File: src/design/irtd_pkg.sv
`timescale 1ns / 1ps
// ----------------------------------------------------------------------------
// irtd_pkg: shared types and constants of the inquiry RSSI target detector
// Holds the request modes, register indexes, parser phases, the result
// record and the character helpers used by the line parser.
// ----------------------------------------------------------------------------
package irtd_pkg;

   localparam int TARGET_SLOTS_DEF = 5;
   localparam int TARGET_SLOTS_MAX = 5;

   localparam int ADDR_W      = 48;
   localparam int SLOT_CNT_W  = 3;
   localparam int RSSI_W      = 8;
   localparam int TICK_W      = 16;
   localparam int CSR_IDX_W   = 3;
   localparam int CSR_DATA_W  = 48;
   localparam int DIGIT_CNT_W = 4;

   localparam logic [DIGIT_CNT_W-1:0] ADDR_DIGITS     = 4'd12;
   localparam logic [DIGIT_CNT_W-1:0] ADDR_DIGITS_CAP = 4'd13;

   // Request modes.
   localparam logic [1:0] MODE_START = 2'd0;
   localparam logic [1:0] MODE_BYTE  = 2'd1;
   localparam logic [1:0] MODE_TICK  = 2'd2;

   // Register indexes of the configuration port.
   localparam logic [CSR_IDX_W-1:0] REG_TARGET_A         = 3'd0;
   localparam logic [CSR_IDX_W-1:0] REG_TARGETS_IN_USE   = 3'd5;
   localparam logic [CSR_IDX_W-1:0] REG_SIGNAL_THRESHOLD = 3'd6;
   localparam logic [CSR_IDX_W-1:0] REG_SCAN_LENGTH      = 3'd7;

   localparam logic [SLOT_CNT_W-1:0] TARGETS_IN_USE_RST   = 3'd5;
   localparam logic [RSSI_W-1:0]     SIGNAL_THRESHOLD_RST = 8'd128;
   localparam logic [TICK_W-1:0]     SCAN_LENGTH_RST      = 16'd10;

   // Characters of interest.
   localparam logic [7:0] CH_PLUS  = 8'h2B;
   localparam logic [7:0] CH_I     = 8'h49;
   localparam logic [7:0] CH_N     = 8'h4E;
   localparam logic [7:0] CH_Q     = 8'h51;
   localparam logic [7:0] CH_COLON = 8'h3A;
   localparam logic [7:0] CH_COMMA = 8'h2C;
   localparam logic [7:0] CH_LF    = 8'h0A;

   localparam logic [RSSI_W-1:0] RSSI_MAX = 8'hFF;

   typedef enum logic [2:0] {
      PH_HUNT  = 3'd0,
      PH_COLON = 3'd1,
      PH_ADDR  = 3'd2,
      PH_CLASS = 3'd3,
      PH_SKIP  = 3'd4,
      PH_RSSI  = 3'd5
   } phase_type;

   typedef struct packed {
      logic              event_res;
      logic              address_match;
      logic [RSSI_W-1:0] rssi;
      logic              target_found;
   } result_type;

   typedef struct packed {
      logic       valid;
      logic [3:0] value;
   } hex_type;

   function automatic hex_type hex_decode(input logic [7:0] c);
      hex_type h;
      h.valid = 1'b1;
      h.value = 4'd0;
      if (c >= 8'h30 && c <= 8'h39) begin
         h.value = 4'(c - 8'h30);
      end else if (c >= 8'h41 && c <= 8'h46) begin
         h.value = 4'(c - 8'h37);
      end else if (c >= 8'h61 && c <= 8'h66) begin
         h.value = 4'(c - 8'h57);
      end else begin
         h.valid = 1'b0;
      end
      return h;
   endfunction

   function automatic logic [7:0] prefix_char(input logic [1:0] pos);
      logic [7:0] c;
      case (pos)
         2'd0:    c = CH_PLUS;
         2'd1:    c = CH_I;
         2'd2:    c = CH_N;
         default: c = CH_Q;
      endcase
      return c;
   endfunction

endpackage

File: src/design/inquiry_rssi_target_detector.sv
`timescale 1ns / 1ps
// A result is registered into the output register, or into the skid register while the output is held.
// Throughput: one request per cycle while req_stall is low; parsing and all address compares are combinational.
// A two-entry result queue (output register and skid register) keeps accepting
// while one result waits; req_stall rises only when both entries are full.
// Reset (synchronous, active high) restores register defaults, idles the scan
// and sends the parser hunting for the next line prefix.
// ----------------------------------------------------------------------------
// inquiry_rssi_target_detector
// Parses "+INQ:addr,class,rssi" lines from a byte stream, matches the address
// against configured targets and reports RSSI, match and scan timeouts.
// ----------------------------------------------------------------------------
module inquiry_rssi_target_detector
   import irtd_pkg::*;
#(
   parameter int TARGET_SLOTS = TARGET_SLOTS_DEF
) (
   input  logic                  clock,
   input  logic                  reset,

   input  logic                  req_valid,
   output logic                  req_stall,
   input  logic [1:0]            req_mode,
   input  logic [7:0]            req_data_byte,

   output logic                  rsp_valid,
   input  logic                  rsp_stall,
   output logic                  rsp_event_res,
   output logic                  rsp_address_match,
   output logic [RSSI_W-1:0]     rsp_rssi,
   output logic                  rsp_target_found,

   input  logic                  csr_write_enable,
   input  logic [CSR_IDX_W-1:0]  csr_index,
   input  logic [CSR_DATA_W-1:0] csr_write_data
);

   // Configuration registers.
   logic [ADDR_W-1:0]     target_ff [TARGET_SLOTS];
   logic [SLOT_CNT_W-1:0] targets_in_use_ff;
   logic [RSSI_W-1:0]     threshold_ff;
   logic [TICK_W-1:0]     scan_length_ff;

   // Parser and scan state.
   phase_type              phase_ff, phase_in;
   logic [1:0]             prefix_ff, prefix_in;
   logic [ADDR_W-1:0]      addr_ff, addr_in;
   logic                   well_formed_ff, well_formed_in;
   logic [DIGIT_CNT_W-1:0] digit_cnt_ff, digit_cnt_in;
   logic                   skip_ff, skip_in;
   logic [RSSI_W-1:0]      rssi_ff, rssi_in;
   logic [TICK_W-1:0]      elapsed_ff, elapsed_in;
   logic                   active_ff, active_in;
   logic                   line_match_ff, line_match_in;

   // Result queue.
   logic       out_valid_ff, out_valid_in;
   result_type out_ff, out_in;
   logic       skid_valid_ff, skid_valid_in;
   result_type skid_ff, skid_in;

   logic                  accept;
   logic                  take;
   logic                  res_valid;
   result_type            res;
   hex_type               hex;
   logic                  addr_hit;
   logic [SLOT_CNT_W-1:0] slots_used;
   logic [TICK_W-1:0]     elapsed_inc;
   logic                  found;

   assign accept    = req_valid && !req_stall;
   assign take      = out_valid_ff && !rsp_stall;
   assign req_stall = skid_valid_ff;

   assign rsp_valid         = out_valid_ff;
   assign rsp_event_res     = out_ff.event_res;
   assign rsp_address_match = out_ff.address_match;
   assign rsp_rssi          = out_ff.rssi;
   assign rsp_target_found  = out_ff.target_found;

   // ------------------------------------------------------------------------
   // Configuration
   // ------------------------------------------------------------------------
   always_ff @(posedge clock) begin
      if (reset) begin
         for (int i = 0; i < TARGET_SLOTS; i++) begin
            target_ff[i] <= '0;
         end
         targets_in_use_ff <= TARGETS_IN_USE_RST;
         threshold_ff      <= SIGNAL_THRESHOLD_RST;
         scan_length_ff    <= SCAN_LENGTH_RST;
      end else if (csr_write_enable) begin
         for (int i = 0; i < TARGET_SLOTS; i++) begin
            if (csr_index == REG_TARGET_A + CSR_IDX_W'(i)) begin
               target_ff[i] <= csr_write_data[ADDR_W-1:0];
            end
         end
         case (csr_index)
            REG_TARGETS_IN_USE:   targets_in_use_ff <= csr_write_data[SLOT_CNT_W-1:0];
            REG_SIGNAL_THRESHOLD: threshold_ff      <= csr_write_data[RSSI_W-1:0];
            REG_SCAN_LENGTH:      scan_length_ff    <= csr_write_data[TICK_W-1:0];
            default: ;
         endcase
      end
   end

   // ------------------------------------------------------------------------
   // Address compare against the enabled targets
   // ------------------------------------------------------------------------
   always_comb begin
      slots_used = (targets_in_use_ff > SLOT_CNT_W'(TARGET_SLOTS)) ?
                   SLOT_CNT_W'(TARGET_SLOTS) : targets_in_use_ff;
      addr_hit = 1'b0;
      for (int i = 0; i < TARGET_SLOTS; i++) begin
         if (SLOT_CNT_W'(i) < slots_used && target_ff[i] == addr_ff) begin
            addr_hit = 1'b1;
         end
      end
      if (!well_formed_ff || digit_cnt_ff != ADDR_DIGITS) begin
         addr_hit = 1'b0;
      end
   end

   // ------------------------------------------------------------------------
   // Request processing
   // ------------------------------------------------------------------------
   always_comb begin
      phase_in       = phase_ff;
      prefix_in      = prefix_ff;
      addr_in        = addr_ff;
      well_formed_in = well_formed_ff;
      digit_cnt_in   = digit_cnt_ff;
      skip_in        = skip_ff;
      rssi_in        = rssi_ff;
      elapsed_in     = elapsed_ff;
      active_in      = active_ff;
      line_match_in  = line_match_ff;
      res_valid      = 1'b0;
      res            = '0;
      hex            = hex_decode(req_data_byte);
      elapsed_inc    = elapsed_ff + TICK_W'(1);
      found          = active_ff && line_match_ff && rssi_ff != '0 && rssi_ff > threshold_ff;

      if (accept) begin
         case (req_mode)
            MODE_START: begin
               phase_in       = PH_HUNT;
               prefix_in      = '0;
               addr_in        = '0;
               well_formed_in = 1'b1;
               digit_cnt_in   = '0;
               skip_in        = 1'b0;
               rssi_in        = '0;
               line_match_in  = 1'b0;
               elapsed_in     = '0;
               if (scan_length_ff == '0) begin
                  active_in     = 1'b0;
                  res_valid     = 1'b1;
                  res.event_res = 1'b1;
               end else begin
                  active_in = 1'b1;
               end
            end
            MODE_TICK: begin
               if (active_ff) begin
                  elapsed_in = elapsed_inc;
                  if (elapsed_inc >= scan_length_ff) begin
                     active_in     = 1'b0;
                     res_valid     = 1'b1;
                     res.event_res = 1'b1;
                  end
               end
            end
            MODE_BYTE: begin
               // A line feed outside the prefix hunt and the RSSI field drops the line.
               if (req_data_byte == CH_LF && phase_ff != PH_HUNT && phase_ff != PH_RSSI) begin
                  phase_in       = PH_HUNT;
                  prefix_in      = '0;
                  addr_in        = '0;
                  well_formed_in = 1'b1;
                  digit_cnt_in   = '0;
                  skip_in        = 1'b0;
                  rssi_in        = '0;
                  line_match_in  = 1'b0;
               end else begin
                  unique case (phase_ff)
                     PH_HUNT: begin
                        if (req_data_byte == prefix_char(prefix_ff)) begin
                           if (prefix_ff == 2'd3) begin
                              prefix_in = '0;
                              phase_in  = PH_COLON;
                           end else begin
                              prefix_in = prefix_ff + 2'd1;
                           end
                        end else begin
                           prefix_in = (req_data_byte == CH_PLUS) ? 2'd1 : 2'd0;
                        end
                     end
                     PH_COLON: begin
                        if (req_data_byte == CH_COLON) begin
                           addr_in        = '0;
                           well_formed_in = 1'b1;
                           digit_cnt_in   = '0;
                           phase_in       = PH_ADDR;
                        end
                     end
                     PH_ADDR: begin
                        if (req_data_byte == CH_COMMA) begin
                           line_match_in = addr_hit;
                           phase_in      = PH_CLASS;
                        end else if (hex.valid) begin
                           addr_in = {addr_ff[ADDR_W-5:0], hex.value};
                           if (digit_cnt_ff < ADDR_DIGITS_CAP) begin
                              digit_cnt_in = digit_cnt_ff + DIGIT_CNT_W'(1);
                           end
                        end else if (req_data_byte != CH_COLON) begin
                           well_formed_in = 1'b0;
                        end
                     end
                     PH_CLASS: begin
                        if (req_data_byte == CH_COMMA) begin
                           skip_in  = 1'b0;
                           phase_in = PH_SKIP;
                        end
                     end
                     PH_SKIP: begin
                        if (skip_ff) begin
                           skip_in  = 1'b0;
                           rssi_in  = '0;
                           phase_in = PH_RSSI;
                        end else begin
                           skip_in = 1'b1;
                        end
                     end
                     PH_RSSI: begin
                        if (hex.valid) begin
                           // Saturate once a nonzero high nibble would shift out.
                           rssi_in = (rssi_ff[7:4] != 4'd0) ? RSSI_MAX :
                                     {rssi_ff[3:0], hex.value};
                        end else begin
                           res_valid         = 1'b1;
                           res.address_match = line_match_ff;
                           res.rssi          = rssi_ff;
                           res.target_found  = found;
                           if (found) begin
                              active_in = 1'b0;
                           end
                           phase_in       = PH_HUNT;
                           prefix_in      = '0;
                           addr_in        = '0;
                           well_formed_in = 1'b1;
                           digit_cnt_in   = '0;
                           skip_in        = 1'b0;
                           rssi_in        = '0;
                           line_match_in  = 1'b0;
                        end
                     end
                     default: begin
                        phase_in       = PH_HUNT;
                        prefix_in      = '0;
                        addr_in        = '0;
                        well_formed_in = 1'b1;
                        digit_cnt_in   = '0;
                        skip_in        = 1'b0;
                        rssi_in        = '0;
                        line_match_in  = 1'b0;
                     end
                  endcase
               end
            end
            default: ;
         endcase
      end
   end

   // ------------------------------------------------------------------------
   // Result queue: the skid register fills only while the output is held.
   // ------------------------------------------------------------------------
   always_comb begin
      out_valid_in  = out_valid_ff;
      out_in        = out_ff;
      skid_valid_in = skid_valid_ff;
      skid_in       = skid_ff;
      if (!out_valid_ff || take) begin
         if (skid_valid_ff) begin
            out_valid_in  = 1'b1;
            out_in        = skid_ff;
            skid_valid_in = accept && res_valid;
            skid_in       = res;
         end else begin
            out_valid_in = accept && res_valid;
            out_in       = res;
         end
      end else if (accept && res_valid) begin
         skid_valid_in = 1'b1;
         skid_in       = res;
      end
   end

   always_ff @(posedge clock) begin
      if (reset) begin
         phase_ff       <= PH_HUNT;
         prefix_ff      <= '0;
         addr_ff        <= '0;
         well_formed_ff <= 1'b1;
         digit_cnt_ff   <= '0;
         skip_ff        <= 1'b0;
         rssi_ff        <= '0;
         elapsed_ff     <= '0;
         active_ff      <= 1'b0;
         line_match_ff  <= 1'b0;
         out_valid_ff   <= 1'b0;
         skid_valid_ff  <= 1'b0;
      end else begin
         phase_ff       <= phase_in;
         prefix_ff      <= prefix_in;
         addr_ff        <= addr_in;
         well_formed_ff <= well_formed_in;
         digit_cnt_ff   <= digit_cnt_in;
         skip_ff        <= skip_in;
         rssi_ff        <= rssi_in;
         elapsed_ff     <= elapsed_in;
         active_ff      <= active_in;
         line_match_ff  <= line_match_in;
         out_valid_ff   <= out_valid_in;
         skid_valid_ff  <= skid_valid_in;
      end
   end

   always_ff @(posedge clock) begin
      out_ff  <= out_in;
      skid_ff <= skid_in;
   end

`ifndef SYNTH
   a_skid_behind_out : assert property (@(posedge clock) disable iff (reset)
      skid_valid_ff |-> out_valid_ff)
      else $error("skid register holds a result while the output register is empty");

   a_timeout_clean : assert property (@(posedge clock) disable iff (reset)
      rsp_valid && rsp_event_res |->
         !rsp_address_match && rsp_rssi == '0 && !rsp_target_found)
      else $error("timeout result carries line fields");

   a_found_needs_match : assert property (@(posedge clock) disable iff (reset)
      rsp_valid && rsp_target_found |-> rsp_address_match && rsp_rssi != '0)
      else $error("target found without a matching address and nonzero rssi");

   a_found_ends_scan : assert property (@(posedge clock) disable iff (reset)
      accept && res_valid && res.target_found |=> !active_ff)
      else $error("scan still active after a found target");

   a_digit_cap : assert property (@(posedge clock) disable iff (reset)
      digit_cnt_ff <= ADDR_DIGITS_CAP)
      else $error("address digit count beyond its cap");
`endif

endmodule
File: config.mk
export PLATFORM = sky130hd
export DESIGN_NAME = inquiry_rssi_target_detector
export DESIGN_NICKNAME = d
export VERILOG_FILES = /design/src/design/irtd_pkg.sv /design/src/design/inquiry_rssi_target_detector.sv
export SDC_FILE = /design/constraint.sdc
export NUM_CORES = 1
export LEC_CHECK = 0
export BUFFER_PORTS_ARGS = -buffer_cell sky130_fd_sc_hd__buf_2
export CORE_MARGIN = 2
export CORE_UTILIZATION = 60
export CTS_BUF_LIST = sky130_fd_sc_hd__clkbuf_4 sky130_fd_sc_hd__clkbuf_8
export CTS_CLUSTER_DIAMETER = 100
export DETAILED_ROUTE_END_ITERATION = 8
export HOLD_SLACK_MARGIN = 0.15
export PLACE_DENSITY = 0.78
export SETUP_SLACK_MARGIN = 0.15
export SYNTH_ARGS = -nofsm -noshare
export SYNTH_HDL_FRONTEND = slang
export SYNTH_SLANG_ARGS = --single-unit
File: constraint.sdc
create_clock -name clock -period 13.42 [get_ports clock]
set_clock_uncertainty 0.05 [all_clocks]
set_input_delay 2.684 -clock clock [delete_from_list [all_inputs] [get_ports clock]]
set_output_delay 2.684 -clock clock [all_outputs]
set_load 0.1 [all_outputs]
==> metrics.log <==
INFO  metric synthCells = 1512
INFO  metric firstDrtPassIters = 5
INFO  metric cts_root_buffer = clkbuf_8
INFO  metric synth.cell_area = 17500 sq um
INFO  metric path_max_fanout = 90
INFO  metric timing.max_slew.rel_slack = 0.232
INFO  metric run_status = finished clean
INFO  metric clock-sinks = 376
INFO  metric final_nets = between 1500 and 2000
INFO  metric cts_repair_resize_count = 0
INFO  metric critical_path_cell_count = 9
INFO  metric cellPowerDensity = 128 nW/um^2
INFO  metric gp_congestion = 0.995
INFO  metric yosys_warnings = 0
INFO  metric remaining_drc_errors = 0
INFO  metric critical_path.slowest_cell = buf_4
INFO  metric route.vias.total = 12000
INFO  metric number_of_enable_flip_flop_cells_after_synthesis = 262
INFO  metric timing.final.crit_period = 5.07 ns
INFO  metric chipHeight = 175 um
INFO  metric antennaDiodeCount = 0
INFO  metric combinational_family_with_the_most_area_after_synthesis = simple AND/OR/NAND/NOR gates
INFO  metric synth_compound_gate_area_share = 0.0732
INFO  metric fin_total_pwr = 2.44 mW
INFO  metric syn-num-nets = ~1600
INFO  metric ant_nets = 0
INFO  metric antenna_found_initial = 1
INFO  metric crit_chain = buf_2 > inv_1 > ha_1 > nor2b_1 > nand4b_1 > o211ai_4 > buf_4 > nand3_1 > o21ai_1
INFO  metric clock_insertion_delay_worst_skew = 0.63 ns
INFO  metric cts_hold_buffers = 0
INFO  metric gr-total-overflow = 0
INFO  metric avgSynthCellArea = 11.6 sq um
INFO  metric max-vdd-ir-drop = 81.9 uV
INFO  metric postSynthRegisterBits = roughly 380
INFO  metric synth_mux_area_frac = 0.00465
INFO  metric initial_utilization = 0.610
INFO  metric vias_per_cell = 6.05
INFO  metric post_route_cells_drive_above_1_share = 0.127
INFO  metric finalCoreUtilization = 0.666
INFO  metric synth.yosys.seq_area_share = 0.580
INFO  metric coreArea = 28700 sq um
INFO  metric design.portCount = between 70 and 80
INFO  metric logic_depth_of_the_worst_register_to_register_path = 12
INFO  metric fmax = between 0.15 and 0.2 GHz
INFO  metric post_synth_most_frequent_cells = 262 x edfxtp_1, 148 x xor2_1, 114 x dfxtp_1, 109 x xnor2_1, 100 x nand2_1
INFO  metric area_delta_synth_final = 9.33%
INFO  metric routed_wirelength = 43.9 mm
INFO  metric timing.final.setup_violations = 0
INFO  metric synthAdderAreaFrac = 0.0293
INFO  metric worst-setup-path-type = input port to register
INFO  metric hold_path_class = register to register
INFO  metric post_synth_xor_area_fraction = 0.129
INFO  metric yosysTopAreaCell = edfxtp_1
INFO  metric p_leak = 7.26 nW
INFO  metric first_iter_violations = 1476
INFO  metric required = 13.92 ns
INFO  metric crit_arrival = approximately 5.6 ns
INFO  metric synth_area_leaders = edfxtp_1 45%, dfxtp_1 13%, xor2_1 7.4%
INFO  metric hold_path_depth = 2
INFO  metric ctsHtreeMaxLevel = 2
INFO  metric setup-tns-final = 0 ns
INFO  metric synthSimpleGateAreaFrac = 0.148
INFO  metric reg_clk_slew_reported_paths = 0.07 ns
INFO  metric avgRoutedWirePerCell = 22.1 um
INFO  metric wire_length_of_the_first_global_routing_pass = just under 70 mm
INFO  metric yosys.area.top_type_share = 0.450
INFO  metric place_ws = roughly 7.8 ns
INFO  metric critical-path-max-stage-delay = 0.70 ns
INFO  metric rsz_0062_raised_after_global_routing = false
INFO  metric track_usage = 0.290
INFO  metric postcts_setup_bufs = 0
INFO  metric finalMaxSlewViolations = 0
INFO  metric dominant_cell_by_count_in_the_synthesized_netlist = edfxtp_1
INFO  metric port-buffer-count = 78
INFO  metric final.period_utilization = 0.377
INFO  metric numCtsBuffers = between 50 and 60
INFO  metric detailed_place_hpwl = 30.0 mm
INFO  metric postSynth.asyncResetShare = 0
INFO  metric cts_tree = built
INFO  metric postSynth.topFlopCell = edfxtp_1
INFO  metric grt_max_degree = 94
INFO  metric std_cell_rows = 62
INFO  metric clockBufferDepth = 3
INFO  metric die_footprint = 30500 sq um
INFO  metric synth_cell_types = 74
INFO  metric cap_violations = 0
INFO  metric critical_path.startpoint_type = input port
INFO  metric critPathTopFamily = simple AND/OR/NAND/NOR gates
INFO  metric final-hold-violation-count = 0
INFO  metric finalWorstSetupSlack = 8.35 ns
INFO  metric worstSetupEndpointType = register
INFO  metric die_x = roughly 170 um
INFO  metric crit_buf_inv = 3
INFO  metric number_of_global_route_vias_before_repair = about 12000
INFO  metric timing_worst_slew_pin_value = 1.14 ns
cell type report:
cell class,instances,area [sq um]
clock buffers,71,921
well taps,384,480
inverters,38,143
flip-flops and latches,376,10100
fillers,2159,9580
multi-input cells,997,6750
clock inverters,31,210
repair buffers,89,473
worst paths after layout:
check | start | end | slack [ns]
hold reg to reg | threshold_ff[3] | threshold_ff[3] | 0.41
hold / removal | threshold_ff[3] | threshold_ff[3] | 0.41
setup reg to reg | elapsed_ff[0] | skid_ff[2] | 9.19
setup / recovery | req_mode[1] | addr_ff[31] | 8.35
power breakdown:
part | switching, mW | total, mW | leakage, nW | internal, mW
Sequential | 0.0284 | 1.33 | 3.51 | 1.31
Clock | 0.455 | 0.947 | 0.602 | 0.492
Combinational | 0.107 | 0.160 | 3.15 | 0.0530
Total | 0.590 | 2.44 | 7.26 | 1.85
registers in the layout (all words and copies together), names as in the netlist, 3 cells and up:
name and flops:
addr_ff 48, digit_cnt_ff 4, elapsed_ff 16, phase_ff 3
rsp_rssi 8, rssi_ff 8, scan_length_ff 16, skid_ff 11
target_ff 240, targets_in_use_ff 3, threshold_ff 8
routing by layer:
layer	vias to the layer above	GRT usage	wire, um
met1	5767	0.423	18300
met5	-	0	0
li1	5486	-	-
met4	0	0.110	1540
met3	112	0.0646	4750
met2	642	0.426	19400
stage by stage:
| step | instance area, sq um | hold slack (ns) | std cells |
|---|---|---|---|
| floorplan | 17500 | 0.386 | 1512 |
| global placement | 18000 | 0.398 | 1884 |
| detailed placement | 18000 | 0.402 | 1884 |
| CTS | 19100 | 0.410 | 1986 |
| global route | 19100 | 0.426 | 1986 |
| finish | 19100 | 0.407 | 1986 |
worst register-to-register path, cell delays in order, from the launching register on:
cell and delay (ns):
dfxtp_1 0.42, ha_1 0.27, nand3_1 0.21, nor4_1 0.70
xor2_1 0.19, ha_1 0.34, nand4_1 0.11, a211oi_1 0.06
a2111oi_0 0.89, o31a_1 0.27, a211o_1 0.17, o21ai_0 0.08
buf_4 0.22
cells in the final DEF (no fill, tap or decap), types with 14 or more instances in the layout:
cell      instances
a21o_1           18
ha_1             41
inv_1            37
nor4_1           46
xor2_1          148
and2_1           59
nor2_1           59
clkbuf_8         62
o21ai_1          33
clkinv_2         14
dfxtp_1         114
buf_2            78
nand3_1          95
nand4_1          48
edfxtp_1        262
nand2_1          97
o21ai_0          38
xnor2_1         109
a21oi_1          64
cell families (layout without fill, tap and decap cells):
logic type                 Yosys count  in the layout
AOI/OAI and AO/OA                  207            207
xor gates and xnor gates           257            257
adders and majority gates           41             41
buffers and inverters              139            229
DFF                                376            376
muxes                                8              8
and+or+nand+nor                    484            484
Note: power is estimated with default switching activity, not from simulation.
